**src/rtl/keyed_mailbox_queue_core_assert.svh**
```systemverilog
// Assertion macros for the keyed mailbox queue core.
// Included by modules that check their own control logic.
`ifndef KEYED_MAILBOX_QUEUE_CORE_ASSERT_SVH
`define KEYED_MAILBOX_QUEUE_CORE_ASSERT_SVH

// Assert an implication on every rising clock edge outside reset.
`define KMQ_ASSERT_IMP(label, clk, rst_n, ante, cons) \
    label: assert property (@(posedge clk) disable iff (!rst_n) (ante) |-> (cons)) \
        else $error("assertion failed");

// Assert a next-cycle implication outside reset.
`define KMQ_ASSERT_NEXT(label, clk, rst_n, ante, cons) \
    label: assert property (@(posedge clk) disable iff (!rst_n) (ante) |=> (cons)) \
        else $error("assertion failed");

`endif

```
**src/rtl/kmq_pkg.sv**
```systemverilog
// Shared types and codes for the keyed mailbox queue core.
// No dependencies.
package kmq_pkg;

    localparam int ID_W   = 8;
    localparam int WORD_W = 32;

    typedef enum logic [0:0] {
        OP_ENQ = 1'b0,
        OP_DEQ = 1'b1
    } t_op;

    typedef enum logic [1:0] {
        ST_OK       = 2'd0,
        ST_NOTFOUND = 2'd1,
        ST_FULL     = 2'd2
    } t_status;

    typedef struct packed {
        logic               operation;
        logic [ID_W-1:0]    receiver_id;
        logic [ID_W-1:0]    sender_id;
        logic signed [WORD_W-1:0] payload;
    } t_req;

    typedef struct packed {
        logic [1:0]         status;
        logic [ID_W-1:0]    out_receiver_id;
        logic [ID_W-1:0]    out_sender_id;
        logic signed [WORD_W-1:0] out_payload;
    } t_rsp;

endpackage

```
**src/rtl/keyed_mailbox_queue_core.sv**
```systemverilog
// Keyed mailbox queue: sorted message store in one synchronous memory.
// Depends on kmq_pkg and keyed_mailbox_queue_core_assert.svh.
//
//  channel   | handshake           | payload
//  request   | i_start / o_busy    | i_req  (kmq_pkg::t_req)
//  result    | o_done (one cycle)  | o_rsp  (kmq_pkg::t_rsp)
//
// o_busy rises the cycle after a request is taken; o_done rises in the same
// cycle as o_busy falls. Scan and shift walk the memory one entry a cycle,
// with no stall; a full-store drop skips the walk.
// Reset clears the count and control; memory holds no reset. No stall on o_done.
module keyed_mailbox_queue_core #(
    parameter int MAILBOX_DEPTH = 16,
    parameter int ID_BITS       = 8
) (
    input  logic           i_clk,
    input  logic           i_rst_n,
    input  logic           i_start,
    input  kmq_pkg::t_req  i_req,
    output logic           o_busy,
    output logic           o_done,
    output kmq_pkg::t_rsp  o_rsp
);

`include "keyed_mailbox_queue_core_assert.svh"

    localparam int AW = (MAILBOX_DEPTH > 1) ? $clog2(MAILBOX_DEPTH) : 1;
    localparam int CW = $clog2(MAILBOX_DEPTH + 1);
    localparam int EW = 2 * kmq_pkg::ID_W + kmq_pkg::WORD_W;

    typedef enum logic [5:0] {
        S_IDLE  = 6'b000001,
        S_SCAN  = 6'b000010,
        S_SHUP  = 6'b000100,
        S_SHDN  = 6'b001000,
        S_FIN   = 6'b010000,
        S_RESP  = 6'b100000
    } t_state;

    t_state            r_state, n_state;
    logic [CW-1:0]     r_count, n_count;
    logic [CW-1:0]     r_idx, n_idx;      // address being read
    logic              r_rdv, n_rdv;      // read data valid this cycle
    kmq_pkg::t_req     r_req, n_req;
    kmq_pkg::t_rsp     r_rsp, n_rsp;
    logic              r_done, n_done;
    logic [CW-1:0]     r_pos, n_pos;

    // Memory and port
    logic [EW-1:0]     mem [MAILBOX_DEPTH];
    logic [EW-1:0]     r_rdata;
    logic              mem_we;
    logic [AW-1:0]     mem_waddr, mem_raddr;
    logic [EW-1:0]     mem_wdata;

    logic [kmq_pkg::ID_W-1:0] id_mask, key, ent_rcv;
    assign id_mask = kmq_pkg::ID_W'((1 << ID_BITS) - 1);
    assign key     = r_req.receiver_id & id_mask;
    assign ent_rcv = r_rdata[EW-1 -: kmq_pkg::ID_W];

    // Hold the store; reads are registered
    always_ff @(posedge i_clk) begin
        if (mem_we) begin
            mem[mem_waddr] <= mem_wdata;
        end
        r_rdata <= mem[mem_raddr];
    end

    // Sequence scan, shift and response
    always_comb begin
        n_state   = r_state;
        n_count   = r_count;
        n_idx     = r_idx;
        n_rdv     = 1'b0;
        n_req     = r_req;
        n_rsp     = r_rsp;
        n_done    = 1'b0;
        n_pos     = r_pos;
        mem_we    = 1'b0;
        mem_waddr = r_idx[AW-1:0];
        mem_raddr = r_idx[AW-1:0];
        mem_wdata = r_rdata;
        case (r_state)
            S_IDLE: begin
                if (i_start) begin
                    n_req   = i_req;
                    n_req.receiver_id = i_req.receiver_id & id_mask;
                    n_req.sender_id   = i_req.sender_id & id_mask;
                    n_rsp   = '0;
                    n_idx   = '0;
                    if (i_req.operation == kmq_pkg::OP_ENQ &&
                        r_count == CW'(MAILBOX_DEPTH)) begin
                        n_rsp.status = kmq_pkg::ST_FULL;
                        n_state = S_RESP;
                    end else if (r_count == '0) begin
                        n_pos   = '0;
                        if (i_req.operation == kmq_pkg::OP_ENQ) begin
                            n_state = S_FIN;
                        end else begin
                            n_rsp.status = kmq_pkg::ST_NOTFOUND;
                            n_state = S_RESP;
                        end
                    end else begin
                        mem_raddr = '0;
                        n_rdv   = 1'b1;
                        n_state = S_SCAN;
                    end
                end
            end
            S_SCAN: begin
                // compare entry r_idx, prefetch next
                if (r_req.operation == kmq_pkg::OP_ENQ) begin
                    if (ent_rcv > key) begin
                        n_pos = r_idx;
                        // open gap from top: read count-1
                        n_idx = r_count - 1'b1;
                        mem_raddr = n_idx[AW-1:0];
                        n_state = S_SHUP;
                    end else if (r_idx + 1'b1 == r_count) begin
                        n_pos   = r_count;
                        n_state = S_FIN;
                    end else begin
                        n_idx = r_idx + 1'b1;
                        mem_raddr = n_idx[AW-1:0];
                    end
                end else begin
                    if (ent_rcv == key) begin
                        n_rsp.status          = kmq_pkg::ST_OK;
                        n_rsp.out_receiver_id = ent_rcv;
                        n_rsp.out_sender_id   = r_rdata[EW-kmq_pkg::ID_W-1 -: kmq_pkg::ID_W];
                        n_rsp.out_payload     = r_rdata[kmq_pkg::WORD_W-1:0];
                        n_count = r_count - 1'b1;
                        if (r_idx + 1'b1 == r_count) begin
                            n_state = S_RESP;
                        end else begin
                            n_idx = r_idx + 1'b1;
                            mem_raddr = n_idx[AW-1:0];
                            n_state = S_SHDN;
                        end
                    end else if (r_idx + 1'b1 == r_count) begin
                        n_rsp.status = kmq_pkg::ST_NOTFOUND;
                        n_state = S_RESP;
                    end else begin
                        n_idx = r_idx + 1'b1;
                        mem_raddr = n_idx[AW-1:0];
                    end
                end
            end
            S_SHUP: begin
                // move entry r_idx to r_idx+1, then step down
                mem_we    = 1'b1;
                mem_waddr = AW'(r_idx + 1'b1);
                if (r_idx == r_pos) begin
                    n_state = S_FIN;
                end else begin
                    n_idx = r_idx - 1'b1;
                    mem_raddr = n_idx[AW-1:0];
                end
            end
            S_SHDN: begin
                // move entry r_idx to r_idx-1, then step up
                mem_we    = 1'b1;
                mem_waddr = AW'(r_idx - 1'b1);
                if (r_idx == r_count) begin
                    n_state = S_RESP;
                end else begin
                    n_idx = r_idx + 1'b1;
                    mem_raddr = n_idx[AW-1:0];
                end
            end
            S_FIN: begin
                // write the new message into the gap
                mem_we    = 1'b1;
                mem_waddr = r_pos[AW-1:0];
                mem_wdata = {r_req.receiver_id, r_req.sender_id, r_req.payload};
                n_count   = r_count + 1'b1;
                n_state   = S_RESP;
            end
            S_RESP: begin
                n_done  = 1'b1;
                n_state = S_IDLE;
            end
            default: begin
                n_state = S_IDLE;
            end
        endcase
    end

    // Advance control state
    always_ff @(posedge i_clk) begin
        if (!i_rst_n) begin
            r_state <= S_IDLE;
            r_count <= '0;
            r_done  <= 1'b0;
            r_rdv   <= 1'b0;
        end else begin
            r_state <= n_state;
            r_count <= n_count;
            r_done  <= n_done;
            r_rdv   <= n_rdv;
        end
    end

    // Hold request payload and working indexes
    always_ff @(posedge i_clk) begin
        r_req <= n_req;
        r_rsp <= n_rsp;
        r_idx <= n_idx;
        r_pos <= n_pos;
    end

    assign o_busy = (r_state != S_IDLE);
    assign o_done = r_done;
    assign o_rsp  = r_rsp;

    `KMQ_ASSERT_IMP(a_count_range, i_clk, i_rst_n, 1'b1, r_count <= CW'(MAILBOX_DEPTH))
    `KMQ_ASSERT_NEXT(a_done_after_resp, i_clk, i_rst_n, r_state == S_RESP, o_done && !o_busy)
    `KMQ_ASSERT_NEXT(a_scan_read, i_clk, i_rst_n, r_state == S_IDLE && i_start && n_state == S_SCAN, r_rdv)
    `KMQ_ASSERT_IMP(a_full_no_write, i_clk, i_rst_n, r_state == S_FIN, r_count < CW'(MAILBOX_DEPTH))

endmodule

```
**config.mk**
```make
export PLATFORM = sky130hd
export DESIGN_NAME = keyed_mailbox_queue_core
export DESIGN_NICKNAME = d
export VERILOG_FILES = /design/src/rtl/kmq_pkg.sv /design/src/rtl/keyed_mailbox_queue_core.sv
export VERILOG_INCLUDE_DIRS = /design/src /design/src/rtl
export SDC_FILE = /design/constraint.sdc
export NUM_CORES = 1
export LEC_CHECK = 0
export ABC_AREA = 1
export BUFFER_PORTS_ARGS = -buffer_cell sky130_fd_sc_hd__buf_2
export CAP_MARGIN = 20
export CORE_UTILIZATION = 45
export CTS_CLUSTER_DIAMETER = 200
export DETAILED_ROUTE_END_ITERATION = 10
export PLACE_DENSITY = 0.72
export SLEW_MARGIN = 20
export SYNTH_ARGS = -nofsm -noshare
export SYNTH_HDL_FRONTEND = slang
export SYNTH_SLANG_ARGS = --single-unit
```
**constraint.sdc**
```tcl
create_clock -name i_clk -period 7.7 [get_ports i_clk]
set_input_delay 0.77 -clock i_clk [delete_from_list [all_inputs] [get_ports i_clk]]
set_output_delay 0.77 -clock i_clk [all_outputs]
set_load 0.02 [all_outputs]
```
==> qor.txt <==
post-synthesis register bit count -> 937
Wirelength per Cell -> 19.98 um
# nets final -> 4,084
vias per inst -> 5.547
min Tclk post-route -> 5.375 ns
fmax -> 186.0 MHz
worst hold slack -> 0.2804 ns
Synth cell types -> 42
CP delay by family, top -> buffers and inverters
Yosys top cell by area -> edfxtp_1
top cells by area, synth -> edfxtp_1 (63%), nand3_1 (8.4%), inv_1 (7.9%)
# diodes -> 0
Routed Antenna Nets -> 0
total track usage -> 22.23%
syn avg cell area -> 10.40 sq um
global-route wire length before repair -> 160,800 um
area grow syn2layout -> 12.04%
Slew HR -> 21.37%
Pleak -> 19.60 nW
post-layout util -> 50.89%
Setup CP Type -> register to register
Crit path top cell by count -> nand2_1
layout cell share with drive strength beyond 1 -> 9.317%
Die ar. -> 93,600 sq um
predominant post-synthesis flop cell -> edfxtp_1
Worst Path Max Fanout -> 103
WHS Endpoint -> r_req[20]
CTS Hold Bufs -> 0
Clk Latency, worst-skew pair -> 0.66 ns
Post-synth EDFFs -> 877
hold path depth -> 1
Die Y -> 305.9 um
Hold Vio Cnt, Final -> 0
post-synthesis async set-or-reset flop share -> 0%
detailed-route via count -> 29,320
Core ar. -> 91,520 sq um
final critical-path share of the clock period -> 69.81%
WP data arrival -> 5.91 ns
Die Wd -> 305.9 um
largest buffer count on any clock path -> 3
most common cell in the synthesized netlist -> inv_1
Critical R2R Launch -> r_idx[0]
peak supply drop -> 0.6929 mV
slowest stage delay, CP -> 0.97 ns
r2r worst-path depth -> 19
Gate Count Post-Synth -> 3,999
r2r setup slk -> 2.32 ns
final worst clock skew -> 0.02690 ns
clock-pin slew on the worst setup and hold paths -> 0.06 ns
# clock sinks -> 937
crit-path cells -> inv_2, ha_1, inv_1, nand2_1, nand2_1, nor2_1, nand2_1, nor2_2, nand2_4, nand2_1, nand3_1, nand2_4, buf_4, buf_4, nand4_1, nand3_1, nand3_1, nand3_1, nand2_1
total CTS buffers -> 95
drt total wl -> 105,600 um
Least-Margin Pin Slew -> 1.179 ns
Initial Util -> 45.42%
Synth warnings -> 0
Remaining DRCs -> 0
HP Class -> primary input to register
final setup TNS -> 0 ns
CP endpoint kind -> register
syn_nets -> 4,064
CP Launch Type -> register
Core Rows -> 111
RR Endpoint -> r_rdata[27]
vias in the first global route -> 27,820
initial antenna violation count -> 1
Root Buffer -> clkbuf_16
H-tree level count -> 3
register area share after synthesis -> 66.24%
synthesized area -> 41,570 sq um
Slowest cell on crit path -> buf_4
pins over their slew limit -> 0
Synth top area share -> 63.35%
Initial DRC Count -> 3,515
Final HPWL DP -> 50,910 um
commonest cells in the netlist -> inv_1 (878), edfxtp_1 (877), nand3_1 (698)
# Post-CTS Setup Buffers -> 0
Setup violations, final -> 0
Critical Path RT -> 8.24 ns
RSZ-0062 raised after global routing -> false
Power Density -> 397.8 nW/um^2
CTS tree -> yes
GPL Wtd Cong -> 0.9165
status -> complete, no violations
hold path start -> i_req[20]
Post-CTS Resized -> 0
largest net degree at the start of global routing -> 235
max-cap viol count -> 0
# IOs -> 104
DRT Pass-1 Iters -> 7
Port-buffer cells -> 103
global route overflow -> 0
CP bufs+invs -> 4
[sequential cells by signal, indices dropped and copies added, names as in the netlist]
name,flops
r_count,5
r_pos,5
o_done,1
mem,768
o_rsp,50
r_rdata,48
r_state,6
key,8
r_req,41
r_idx,5
[per-stage QoR]
stage / cells / worst slack (ns) / area [sq um] / power, W
finish: 5286 / 2.325 / 46580 / 0.01853
detailed placement: 5108 / 2.501 / 43230 / 0.01364
CTS: 5286 / 2.453 / 46570 / 0.01850
global placement: 5108 / 2.646 / 43230 / 0.01350
global route: 5286 / 1.980 / 46580 / 0.01941
floorplan: 3999 / 2.433 / 41570 / 0.01168
[cell type report]
type                       count  area (sq um)
timing repair buffer         186          1189
sequential                   937         27540
multi-input combinational   1913          9694
clock inverter                50         685.7
inverter                     886          3333
clock buffer                 128          2654
fill                        7732         44950
tap                         1186          1484
[routing by layer]
layer	routed length (um)	track usage [%]
met1	43670	30.90
met2	48330	35.07
met3	10030	3.352
met4	3568	8.998
met5	0	0
[logic make-up after synthesis]
group	synth area share, %
AOI/OAI and AO/OA	1.427
xor gates and xnor gates	0.3160
adders and majority gates	0.3913
buffers and inverters	11.00
DFF	66.24
and+or+nand+nor	20.63
[placed cells by master, fill, tap and decap left out, types with 11 or more instances in the layout]
| cell type | instances |
|---|---|
| bufinv_16 | 14 |
| nor2_1 | 80 |
| clkbuf_8 | 11 |
| o21ai_0 | 60 |
| inv_1 | 876 |
| nand4_1 | 389 |
| clkbuf_1 | 20 |
| ha_1 | 13 |
| nor2_4 | 17 |
| nand2_1 | 574 |
| a21oi_1 | 20 |
| edfxtp_1 | 877 |
| clkinv_2 | 14 |
| clkbuf_16 | 97 |
| buf_2 | 103 |
| nand3_1 | 696 |
| dfxtp_1 | 60 |
| buf_4 | 79 |
[worst max path at each step]
stage | startpoint | endpoint | slack [ns] | cells after the start
finish | r_idx[0] | r_rdata[27] | 2.32 | 19
global route | r_idx[0] | r_rdata[22] | 1.98 | 19
CTS | r_idx[0] | r_rdata[14] | 2.45 | 19
detailed placement | r_idx[0] | r_rdata[14] | 2.50 | 19
global placement | r_state[5] | r_rdata[4] | 2.65 | 15
floorplan | key[7] | o_rsp[0] | 2.43 | 8
[power breakdown]
part | internal [W] | leakage [nW] | switching, W | total [W]
clock | 0.00290 | 1.62 | 0.00197 | 0.00487
combinational | 0.00186 | 9.50 | 0.00486 | 0.00672
sequential | 0.00676 | 8.49 | 0.000182 | 0.00694
total | 0.0115 | 19.6 | 0.00700 | 0.0185
(Power assumes the default switching activity.)
